$ cat src/rtl/lt_kmerge_pkg.sv
// Shared types and constants for the loser tree k-way merge engine.
package lt_kmerge_pkg;

  localparam int KEY_W     = 31;
  localparam int WAY_FW    = 3;
  localparam int SLOT_FW   = 3;
  localparam int WAY_IX_W  = 6;
  localparam int PTR_IX_W  = 11;

  typedef logic [KEY_W-1:0]    key_t;
  typedef logic [WAY_IX_W-1:0] way_ix_t;
  typedef logic [PTR_IX_W-1:0] ptr_ix_t;

  localparam key_t SENTINEL = {KEY_W{1'b1}};

  localparam logic [1:0] KIND_LOAD  = 2'd0;
  localparam logic [1:0] KIND_BUILD = 2'd1;
  localparam logic [1:0] KIND_POP   = 2'd2;

  typedef struct packed {
    logic [1:0]         kind;
    logic [WAY_FW-1:0]  way;
    logic [SLOT_FW-1:0] slot;
    key_t               key;
  } in_item_t;

  typedef struct packed {
    key_t              winner_key;
    logic [WAY_FW-1:0] winner_way;
  } out_item_t;

  typedef struct packed {
    logic    rd_en;
    way_ix_t rd_way;
    ptr_ix_t rd_ptr;
    logic    wr_en;
    way_ix_t wr_way;
    ptr_ix_t wr_slot;
    key_t    wr_key;
  } store_req_t;

  typedef enum logic [2:0] {
    ST_IDLE,
    ST_WIN,
    ST_EMIT,
    ST_START,
    ST_CUR,
    ST_LVL,
    ST_CMP
  } state_e;

endpackage

$ cat src/rtl/lt_kmerge_store.sv
// Key buffer memory with registered head read and post-reset clearing pass.
module lt_kmerge_store import lt_kmerge_pkg::*; #(
  parameter int WAYS      = 8,
  parameter int WAY_DEPTH = 8
) (
  input  logic       clk_i,
  input  logic       rst_ni,
  input  store_req_t req_i,
  output key_t       head_o,
  output logic       busy_o
);
  localparam int DEPTH  = WAYS * WAY_DEPTH;
  localparam int ADDR_W = (DEPTH > 1) ? $clog2(DEPTH) : 1;

  key_t              mem_q [DEPTH];
  key_t              rd_q;
  logic              sent_q;
  logic              busy_q;
  logic [ADDR_W-1:0] clr_q, clr_d;
  logic [ADDR_W-1:0] rd_addr, wr_addr;
  logic              rd_sent, wr_ok;

  always_comb begin
    rd_sent = 32'(req_i.rd_ptr) >= 32'(WAY_DEPTH);
    rd_addr = rd_sent ? '0 :
              ADDR_W'(32'(req_i.rd_way) * 32'(WAY_DEPTH) + 32'(req_i.rd_ptr));
    wr_ok   = req_i.wr_en && (32'(req_i.wr_way) < 32'(WAYS)) &&
              (32'(req_i.wr_slot) < 32'(WAY_DEPTH));
    wr_addr = ADDR_W'(32'(req_i.wr_way) * 32'(WAY_DEPTH) + 32'(req_i.wr_slot));
    clr_d   = clr_q + ADDR_W'(1);
  end

  always_ff @(posedge clk_i or negedge rst_ni) begin
    if (!rst_ni) begin
      busy_q <= 1'b1;
      clr_q  <= '0;
    end else if (busy_q) begin
      clr_q <= clr_d;
      if (clr_q == ADDR_W'(DEPTH - 1)) begin
        busy_q <= 1'b0;
      end
    end
  end

  always_ff @(posedge clk_i) begin
    if (busy_q) begin
      mem_q[clr_q] <= SENTINEL;
    end else if (wr_ok) begin
      mem_q[wr_addr] <= req_i.wr_key;
    end
    if (req_i.rd_en) begin
      rd_q   <= mem_q[rd_addr];
      sent_q <= rd_sent;
    end
  end

  assign head_o = sent_q ? SENTINEL : rd_q;
  assign busy_o = busy_q;

endmodule

$ cat config.mk
export PLATFORM = sky130hd
export DESIGN_NAME = lt_kmerge_store
export DESIGN_NICKNAME = d
export VERILOG_FILES = /design/src/rtl/lt_kmerge_pkg.sv /design/src/rtl/lt_kmerge_store.sv
export SDC_FILE = /design/constraint.sdc
export NUM_CORES = 2
export LEC_CHECK = 0
export ABC_AREA = 1
export BUFFER_PORTS_ARGS = -buffer_cell sky130_fd_sc_hd__buf_2
export CAP_MARGIN = 20
export CORE_MARGIN = 2
export CORE_UTILIZATION = 30
export DETAILED_ROUTE_END_ITERATION = 6
export PLACE_DENSITY = 0.46
export SKIP_CTS_REPAIR_TIMING = 1
export SLEW_MARGIN = 20
export SYNTH_ARGS = -nofsm -noshare
export SYNTH_HDL_FRONTEND = slang
export SYNTH_SLANG_ARGS = --single-unit
$ cat constraint.sdc
create_clock -name clk_i -period 7.8 [get_ports clk_i]
set_clock_uncertainty 0.2 [all_clocks]
set_input_delay 2.34 -clock clk_i [delete_from_list [all_inputs] [get_ports clk_i]]
set_output_delay 2.34 -clock clk_i [all_outputs]
set_load 0.01 [all_outputs]
==> results_dict.tcl <==
set metrics [dict create \
    htree_levels 4 \
    synth-compound-area-share 0.0133 \
    port_buffers 97 \
    synth_top_family_by_area "simple AND/OR/NAND/NOR gates" \
    muxShareOfSynthArea 0 \
    grt_use_met2 0.281 \
    cts_tree "built" \
    ant_nets 0 \
    period_minus_slack_ns 6.10 \
    avgSynthCellArea_um2 11.3 \
    vias 57500 \
    relSlewSlack 0.244 \
    drive_above_1_share 0.110 \
    critical_path_required_ns 8.12 \
    synth_area_mm2 0.0880 \
    cts_root_buffer "clkbuf_16" \
    cap_viol_max_count 0 \
    synth_xor_area_frac 0.000796 \
    tns_ns 0 \
    p_sw_frac 0.203 \
    grt_pass1_vias 55800 \
    peakVddDrop_v 0.000178 \
    grt_overflow 0 \
    postSynthCellCount 7788 \
    synth-seq-area-share 0.690 \
    worstHoldStart "clr_q[3]$_DFFE_PN0P_" \
    min_period_over_period 0.782 \
    layout.nets 7838 \
    p_int_uw 17400 \
    finalSetupViolCount 0 \
    yosysTopAreaCellShare 0.688 \
    yosys.area_share.simple 0.225 \
    whs_endpoint "clr_q[3]$_DFFE_PN0P_" \
    dpl.hpwl_um 141000 \
    grt_max_degree 190 \
    drcViolationCount 0 \
    vias_per_cell 4.85 \
    final_hold_viol_count 0 \
    start_util 0.302 \
    reg2reg_depth 6 \
    clkTransAtPathRegs_ns 0.06 \
    rsz0062_at_grt "no" \
    rr_startpoint "busy_o$_DFF_PN1_" \
    powerDensity_mw_per_mm2 217 \
    dr.first_iter.drc_count 4619 \
    drt_wl_total_um 263000 \
    synth_area_leaders "edfxtp_1 69%, nand3_1 12%, inv_1 4.4%" \
    fin_util 0.344 \
    grt-busiest-layer "met2" \
    crit_fanout 42 \
    grtUsageTotal 0.172 \
    gr-usage-met3 0.0302 \
    syn_nets 7862 \
    drv_slew 0 \
    globalplace.congestion 0.796 \
    worstReg2RegEnd "mem_q[21][20]$_DFFE_PP_" \
    synth_fa_ha_area_frac 0.000881 \
    dieWidth_um 546 \
    ys_seq_elements 2023 \
    worstMarginPinSlew_ns 1.13 \
    p_switching_uw 4430 \
    final_cell_mix "2,126 x nand3_1, 2,016 x edfxtp_1, 1,036 x inv_1, 1,015 x nand2_1, 373 x nand3b_1" \
    crit_arrival_ns 6.42 \
    synth_warnings 0 \
    grt_use_met1 0.233 \
    leakagePower_uw 0.0393 \
    grt_pass1_wl_um 384000 \
    clock.fmax_ghz 0.164 \
    yosysUniqueCellTypes 33 \
    critPathCaptureType "flip-flop" \
    firstDrtPassIters 5 \
    pwr-share-clk 0.445 \
    wl_per_cell_um 22.1 \
    final_common_cell "nand3_1" \
    yosys.area.top_type "edfxtp_1" \
    whs_path_depth 1 \
    cts_made_buffers 219 \
    num_rows 198 \
    insertion_delay_ns 0.85 \
    p_comb_frac 0.014 \
    core_area_mm2 0.291 \
    syn_to_final_growth_pct 13.9 \
    cts_sinks 2023 \
    status "finished, final reports clean" \
    p_seq_frac 0.541 \
    cp-start-kind "primary input" \
    die_h_um 546 \
    dieArea_mm2 0.298 \
    min_path_type "reg2reg" \
    pin_count 101 \
    crit_type "in2reg" \
    clockBufferDepth 3 \
    reg2reg_slack_ns 3.23 \
    antenna_found_initial 7 \
]
-- metrics by stage --
stage / std cells / area (um2) / total power (uW) / hold WS [ns] / setup WS, ns
after floorplan: 7788 / 88000 / 12200 / 0.283 / 2.22
after CTS: 11800 / 100000 / 22000 / 0.318 / 1.84
after global routing: 11800 / 100000 / 22400 / 0.355 / 1.55
final: 11900 / 100000 / 21800 / 0.319 / 1.70
after global placement: 11400 / 93600 / 12300 / 0.310 / 1.02
after detailed placement: 11400 / 93600 / 12300 / 0.311 / 0.917
-- layer usage --
metal / vias up / wire length [um] / part of all wire
met5: - / 0 / 0
met4: 0 / 6360 / 0.024
met3: 352 / 14200 / 0.054
met2: 1492 / 124000 / 0.47
met1: 28600 / 118000 / 0.45
li1: 27000 / - / -
-- power by group through the flow --
stage,logic [uW],registers [uW],clock network [uW]
after detailed placement,311,12000,0
final,307,11800,9690
after global routing,335,11800,10300
after CTS,311,11800,9930
after floorplan,191,12000,0
after global placement,308,12000,0
-- worst max-delay path, stage by stage --
cell and delay [ns]:
buf_2 0.10, nor4_2 0.40, nand3_2 0.61, o21ai_1 0.68
nand3_1 0.89, nor2_4 0.96, buf_4 0.40
-- registers in the layout (all words and copies together) (netlist names) --
name    count
busy_o      1
clr_q       6
mem_q    1984
rd_q       31
sent_q      1
-- layout make-up --
cell class | instances | area [um2]
diodes | 26 | 65.1
fillers | 28900 | 191000
clock buffers | 287 | 5860
clock inverters | 99 | 661
inverters | 1044 | 3950
well taps | 3900 | 4880
flip-flops and latches | 2023 | 60700
repair buffers | 292 | 2410
multi-input cells | 4184 | 21700
-- cell families after synthesis --
family                     Yosys count
DFF                               2023
buffers and inverters             1581
and+or+nand+nor                   4012
adders and majority gates            5
xor gates and xnor gates             8
AOI/OAI and AO/OA                  159
-- worst max-delay path by stage --
stage / start / end / cells after the start
4_1_cts: req_i[39] / mem_q[21][7]$_DFFE_PP_ / 7
3_3_place_gp: req_i[39] / mem_q[21][3]$_DFFE_PP_ / 7
3_5_place_dp: req_i[39] / mem_q[21][3]$_DFFE_PP_ / 7
2_1_floorplan: req_i[39] / mem_q[15][0]$_DFFE_PP_ / 8
6_report: req_i[39] / mem_q[21][20]$_DFFE_PP_ / 7
5_1_grt: req_i[39] / mem_q[21][2]$_DFFE_PP_ / 7
-- cell usage after synthesis --
library cell,instances
nand4_1,1
o21ai_0,62
o21ai_1,2
o21ai_4,2
dfrtp_1,6
edfxtp_1,2016
nand2_2,3
buf_4,1
nor2_2,2
buf_6,2
nand2_1,1018
fa_1,2
nand4_2,2
nor4_4,1
nor4_2,1
clkbuf_1,303
inv_1,1037
nand4_4,6
o2111ai_1,92
xor2_1,5
inv_4,1
or2_2,216
xnor2_1,3
dfstp_2,1
nor2_1,262
nand3_2,1
buf_1,56
ha_1,3
nand3b_1,373
buf_2,175
a21oi_2,1
nand3_1,2126
inv_2,6
(Power assumes the default switching activity.)
