==> src/rtl/lt_kmerge_pkg.sv <==
// Shared types and constants for the loser tree k-way merge engine.
package lt_kmerge_pkg;

  localparam int KEY_W     = 31;
  localparam int WAY_FW    = 3;
  localparam int SLOT_FW   = 3;
  localparam int WAY_IX_W  = 6;
  localparam int PTR_IX_W  = 11;

  typedef logic [KEY_W-1:0]    key_t;
  typedef logic [WAY_IX_W-1:0] way_ix_t;
  typedef logic [PTR_IX_W-1:0] ptr_ix_t;

  localparam key_t SENTINEL = {KEY_W{1'b1}};

  localparam logic [1:0] KIND_LOAD  = 2'd0;
  localparam logic [1:0] KIND_BUILD = 2'd1;
  localparam logic [1:0] KIND_POP   = 2'd2;

  typedef struct packed {
    logic [1:0]         kind;
    logic [WAY_FW-1:0]  way;
    logic [SLOT_FW-1:0] slot;
    key_t               key;
  } in_item_t;

  typedef struct packed {
    key_t              winner_key;
    logic [WAY_FW-1:0] winner_way;
  } out_item_t;

  typedef struct packed {
    logic    rd_en;
    way_ix_t rd_way;
    ptr_ix_t rd_ptr;
    logic    wr_en;
    way_ix_t wr_way;
    ptr_ix_t wr_slot;
    key_t    wr_key;
  } store_req_t;

  typedef enum logic [2:0] {
    ST_IDLE,
    ST_WIN,
    ST_EMIT,
    ST_START,
    ST_CUR,
    ST_LVL,
    ST_CMP
  } state_e;

endpackage

==> src/rtl/lt_kmerge_ctrl.sv <==
// Sequencer, loser nodes, read pointers and the shared key comparator.
module lt_kmerge_ctrl import lt_kmerge_pkg::*; #(
  parameter int WAYS      = 8,
  parameter int WAY_DEPTH = 8
) (
  input  logic       clk_i,
  input  logic       rst_ni,
  input  logic       in_valid_i,
  input  in_item_t   in_item_i,
  output logic       in_ready_o,
  output store_req_t req_o,
  input  key_t       head_i,
  input  logic       store_busy_i,
  output logic       res_valid_o,
  output out_item_t  res_o,
  input  logic       res_ready_i
);
  localparam int WAY_W = $clog2(WAYS);
  localparam int PTR_W = $clog2(WAY_DEPTH + 1);

  typedef struct packed {
    logic             vld;
    logic [WAY_W-1:0] way;
  } node_t;

  state_e            state_q, state_d;
  node_t             node_q [WAYS];
  logic [PTR_W-1:0]  ptr_q [WAYS];
  logic [WAY_W-1:0]  cur_q, p_q, bw_q;
  logic              build_q, climb_q;
  key_t              cur_key_q, res_key_q;
  logic [WAY_FW-1:0] res_way_q;

  logic             accept, gt, more;
  node_t            node_n;
  logic [WAY_W-1:0] rd_way, leaf_p;
  logic [WAY_W:0]   leaf_sum;

  always_comb begin
    accept   = in_valid_i && in_ready_o;
    node_n   = node_q[p_q];
    gt       = cur_key_q > head_i;
    more     = build_q && (bw_q != '0);
    leaf_sum = (WAY_W+1)'(cur_q) + (WAY_W+1)'(WAYS);
    leaf_p   = leaf_sum[WAY_W:1];
  end

  always_comb begin
    state_d = state_q;
    case (state_q)
      ST_IDLE: begin
        if (accept) begin
          case (in_item_i.kind)
            KIND_BUILD: state_d = ST_START;
            KIND_POP:   state_d = node_q[0].vld ? ST_WIN : ST_EMIT;
            default:    state_d = ST_IDLE;
          endcase
        end
      end
      ST_WIN:   state_d = ST_EMIT;
      ST_EMIT: begin
        if (res_ready_i) begin
          state_d = climb_q ? ST_START : ST_IDLE;
        end
      end
      ST_START: state_d = ST_CUR;
      ST_CUR:   state_d = ST_LVL;
      ST_LVL: begin
        if (!node_n.vld) begin
          state_d = more ? ST_START : ST_IDLE;
        end else begin
          state_d = ST_CMP;
        end
      end
      ST_CMP: begin
        if (p_q == '0) begin
          state_d = more ? ST_START : ST_IDLE;
        end else begin
          state_d = ST_LVL;
        end
      end
      default:  state_d = ST_IDLE;
    endcase
  end

  always_comb begin
    in_ready_o    = (state_q == ST_IDLE) && !store_busy_i;
    res_valid_o   = (state_q == ST_EMIT);
    res_o         = '{winner_key: res_key_q, winner_way: res_way_q};
    req_o         = '0;
    case (state_q)
      ST_IDLE: rd_way = node_q[0].way;
      ST_LVL:  rd_way = node_n.way;
      default: rd_way = cur_q;
    endcase
    req_o.rd_way  = WAY_IX_W'(rd_way);
    req_o.rd_ptr  = PTR_IX_W'(ptr_q[rd_way]);
    req_o.rd_en   = (accept && (in_item_i.kind == KIND_POP) && node_q[0].vld) ||
                    (state_q == ST_START) || ((state_q == ST_LVL) && node_n.vld);
    req_o.wr_en   = accept && (in_item_i.kind == KIND_LOAD);
    req_o.wr_way  = WAY_IX_W'(in_item_i.way);
    req_o.wr_slot = PTR_IX_W'(in_item_i.slot);
    req_o.wr_key  = in_item_i.key;
  end

  always_ff @(posedge clk_i or negedge rst_ni) begin
    if (!rst_ni) begin
      state_q <= ST_IDLE;
      for (int i = 0; i < WAYS; i++) begin
        node_q[i] <= '0;
        ptr_q[i]  <= '0;
      end
      cur_q   <= '0;
      p_q     <= '0;
      bw_q    <= '0;
      build_q <= 1'b0;
      climb_q <= 1'b0;
    end else begin
      state_q <= state_d;
      case (state_q)
        ST_IDLE: begin
          if (accept && (in_item_i.kind == KIND_BUILD)) begin
            for (int i = 0; i < WAYS; i++) begin
              node_q[i].vld <= 1'b0;
              ptr_q[i]      <= '0;
            end
            bw_q    <= WAY_W'(WAYS - 1);
            cur_q   <= WAY_W'(WAYS - 1);
            build_q <= 1'b1;
            climb_q <= 1'b0;
          end else if (accept && (in_item_i.kind == KIND_POP)) begin
            build_q <= 1'b0;
            climb_q <= node_q[0].vld;
            cur_q   <= node_q[0].way;
          end
        end
        ST_EMIT: begin
          if (res_ready_i && climb_q) begin
            node_q[0].vld <= 1'b0;
            if (ptr_q[cur_q] != PTR_W'(WAY_DEPTH)) begin
              ptr_q[cur_q] <= ptr_q[cur_q] + PTR_W'(1);
            end
          end
        end
        ST_START: p_q <= leaf_p;
        ST_LVL: begin
          if (!node_n.vld) begin
            node_q[p_q] <= '{vld: 1'b1, way: cur_q};
            if (more) begin
              bw_q  <= bw_q - WAY_W'(1);
              cur_q <= bw_q - WAY_W'(1);
            end
          end
        end
        ST_CMP: begin
          if (p_q == '0) begin
            if (more) begin
              bw_q  <= bw_q - WAY_W'(1);
              cur_q <= bw_q - WAY_W'(1);
            end else if (gt) begin
              cur_q <= node_n.way;
            end
          end else begin
            p_q <= p_q >> 1;
            if (gt) begin
              cur_q <= node_n.way;
            end
          end
          if (gt) begin
            node_q[p_q].way <= cur_q;
          end
        end
        default: ;
      endcase
    end
  end

  always_ff @(posedge clk_i) begin
    case (state_q)
      ST_IDLE: begin
        if (accept && (in_item_i.kind == KIND_POP) && !node_q[0].vld) begin
          res_key_q <= SENTINEL;
          res_way_q <= '0;
        end
      end
      ST_WIN: begin
        res_key_q <= head_i;
        res_way_q <= WAY_FW'(cur_q);
      end
      ST_CUR:  cur_key_q <= head_i;
      ST_CMP: begin
        if (gt) begin
          cur_key_q <= head_i;
        end
      end
      default: ;
    endcase
  end

endmodule

==> config.mk <==
export PLATFORM = sky130hd
export DESIGN_NAME = lt_kmerge_ctrl
export DESIGN_NICKNAME = d
export VERILOG_FILES = /design/src/rtl/lt_kmerge_pkg.sv /design/src/rtl/lt_kmerge_ctrl.sv
export SDC_FILE = /design/constraint.sdc
export NUM_CORES = 1
export LEC_CHECK = 0
export CAP_MARGIN = 20
export CORE_MARGIN = 2
export CORE_UTILIZATION = 45
export CTS_BUF_LIST = sky130_fd_sc_hd__clkbuf_4 sky130_fd_sc_hd__clkbuf_8
export DETAILED_ROUTE_END_ITERATION = 10
export DONT_BUFFER_PORTS = 1
export GPL_ROUTABILITY_DRIVEN = 0
export GPL_TIMING_DRIVEN = 1
export SLEW_MARGIN = 5
export SYNTH_ARGS = -nofsm -noshare
export SYNTH_HDL_FRONTEND = slang
export SYNTH_SLANG_ARGS = --single-unit
==> constraint.sdc <==
create_clock -name clk_i -period 5.93 [get_ports clk_i]
set_input_delay 0.2965 -clock clk_i [delete_from_list [all_inputs] [get_ports clk_i]]
set_output_delay 0.2965 -clock clk_i [all_outputs]
set_load 0.01 [all_outputs]
==> flow_summary.toml <==
[pwr]
power.density_nw_per_um2 = 361
pwr-share-clk_pct = 28.8
power.net_switching_uw = 1140
peakVddDrop_mv = 0.203
power.leakage_uw = 0.00347
sw_frac_of_total_pct = 36.8
pwr-share-seq_pct = 42.8
intPower_uw = 1960
power_frac_comb_pct = 28.4

[timing]
setup_viol_count_final = 0
rsz0062_at_grt = "false"
fin_crit_sh_pct = 63.7
worstMarginPinSlew_ns = 1.00
fin_skew_ns = 0.0114
hold_violations = 0
max_freq_ghz = 0.265
maxSlewHeadroom_pct = 33.0
tns_ns = 0
finalMaxSlewViolations = 0
layout_min_cycle_time_ns = 3.78

[job]
drv_cap = 0

[finish]
regArea_um2 = 3900
mostFrequentLayoutCells = "nand2_1 (89), dfrtp_1 (78), edfxtp_1 (65)"
syn2layout_area_growth_pct = 7.98
fill_cells = 1540
antenna_cells = 0
layout.cells.non_filler = 954
multi_input_area_um2 = 3380
final_common_cell = "nand2_1"
drive_gt1_share_pct = 12.3
nNetsFinal = 829

[place]
place_hpwl_um = 12700
io_buffers = 0
placed_cells = 888

[worst_setup_path]
endpoint_kind = "output pin"
start_kind = "flop"
worst-path-max-fanout = 29
crit_slowest_cell = "dfrtp_1"
max_stage_delay_ns = 1.00
path_cells = "inv_1 > a2bb2oi_1 > o22ai_1 > a21oi_1 > inv_1 > mux2_2 > a21oi_1"
crit_type = "reg -> out"
required_ns = 5.63
worstPathArrival_ns = 3.48

[clock_tree]
cts_root_buf = "clkbuf_8"
tritoncts = "yes"
numCtsBuffers = 17
cts_buffer_depth = 2
cts_sinks = 143
clock_latency_ns = 0.47
h-tree-depth = 4
post_cts_buffers = 0
clk_pin_slew_ns = 0.09

[yosys]
ys_types = 64
synth_edf_count = 65
ys_seq_area_share_pct = 49.1
syn-instance-count = 728
synth_ff_type = "dfrtp_1"
synth_warnings = 0
synth_seq_cells = 143
syn_area_um2 = 7950
syn_avg_cell_area_um2 = 10.9
synth-async-reset-ratio_pct = 54.5

[global_route]
grt_pass1_wl_um = 29200
grt_pass1_vias = 5494
grt_use_total_pct = 20.2
grt_max_degree = 79
antenna_found_initial = 0
grt-ovfl-total = 0

[floorplanning]
boundaryPins = 178
die_h_um = 137
fp-row-count = 48
initial_utilization_pct = 46.0
core_region_area_um2 = 17300
die_w_um = 137
die_area_um2 = 18800

[route]
routed_wl_um = 18200
remaining_drc_errors = 0
first_pass_iters = 5
first_iter_violations = 355
dr_total_vias = 5510
avgRoutedWirePerCell_um = 19.1
routed_via_density = 5.78
drtAntennaViolNets = 0

[outcome]
outcome = "complete, no violations"

[hold_path]
hold_class = "in -> reg"
## what timing repair did
action / CTS / global route
gates resized for setup: 0 / 0
hold buffers: 34 / 0
hold endpoints to repair: 131 / 0
## cell type report
class | instances | area share, %
clock buffer | 17 | 2.72
clock inverter | 15 | 2.55
inverter | 49 | 2.14
multi-input combinational | 467 | 39.3
sequential | 143 | 45.5
tap | 225 | 3.28
timing repair buffer | 38 | 4.52
## final timing paths
path / from / end / slack (ns) / depth (start not counted)
max in group asynchronous: rst_ni / bw_q[1] / 5.23 / 2
worst max register to register: cur_q[2] / ptr_q[31] / 2.78 / 9
worst max-delay path: cur_q[2] / req_o[51] / 2.15 / 7
worst min-delay path: head_i[3] / res_key_q[3] / 0.02 / 2
worst min register to register: build_q / build_q / 0.49 / 2
min in group asynchronous: rst_ni / ptr_q[25] / 0.37 / 2
## cells by family (layout without fill, tap and decap cells)
group / count (synthesis) / count (layout) / synth area share [%]
simple gates: 184 / 184 / 10.7
other cells: 1 / 21 / 0.0471
flops: 143 / 143 / 49.1
mux: 55 / 55 / 9.31
compound gates: 167 / 167 / 15.0
buf+inv: 138 / 119 / 9.69
xor+xnor: 2 / 2 / 0.220
fa+ha+maj: 38 / 38 / 5.98
## worst max-delay path: cells and delay by family, from the launching register on
kind,cells,cell delay [ns]
flip-flops,1,1.00
buffers and inverters,2,0.55
AO/OA/AOI/OAI,4,1.14
multiplexers,1,0.33
## stage by stage
| step | hold slack (ns) | util, % | power (uW) | instance area [um^2] | worst slack (ns) |
|---|---|---|---|---|---|
| after detailed placement | 0.00637 | 45.0 | 2190 | 7780 | 2.75 |
| after global placement | 0.00639 | 45.0 | 2160 | 7780 | 2.80 |
| after CTS | 0.00168 | 49.7 | 3120 | 8590 | 2.22 |
| after global routing | 0.0144 | 49.7 | 3280 | 8590 | 1.95 |
| after floorplan | 0.000909 | - | 2020 | 8030 | 1.56 |
| final | 0.0230 | 49.7 | 3100 | 8590 | 2.15 |
## power groups by stage
stage | Combinational [uW] | Sequential (uW) | Clock (uW)
2_1_floorplan | 784 | 1240 | 0
3_3_place_gp | 824 | 1340 | 0
3_5_place_dp | 842 | 1350 | 0
4_1_cts | 878 | 1330 | 914
5_1_grt | 976 | 1350 | 953
6_report | 880 | 1330 | 895
## synthesized netlist by cell type (5+ instances only)
master,number,area share (%)
nand2_1,89,4.2
dfrtp_1,78,25
edfxtp_1,65,25
buf_4,62,5.9
inv_1,47,2.2
ha_1,38,6.0
a21oi_1,35,2.2
o2bb2ai_1,33,3.6
mux2_2,32,4.5
nor2_1,29,1.4
o21ai_0,26,1.6
clkbuf_1,15,0.71
nand3_1,14,0.88
mux4_2,12,3.4
mux2i_1,11,1.4
buf_2,10,0.63
a31oi_1,8,0.63
and2_1,8,0.63
nor2b_1,8,0.63
nand2b_1,7,0.55
nor3_1,7,0.44
o22ai_1,7,0.55
and3_1,6,0.47
o211ai_1,6,0.57
a211oi_1,5,0.47
a22o_1,5,0.55
## per-layer routing
| layer | track usage (%) | vias to the layer above | share of wire, % |
|---|---|---|---|
| li1 | - | 2546 | - |
| met1 | 25.8 | 2693 | 43 |
| met2 | 33.0 | 228 | 49 |
| met3 | 4.67 | 43 | 6.0 |
| met4 | 8.48 | 0 | 2.6 |
| met5 | 0 | - | 0 |
Power figures use the tool's default switching activity.
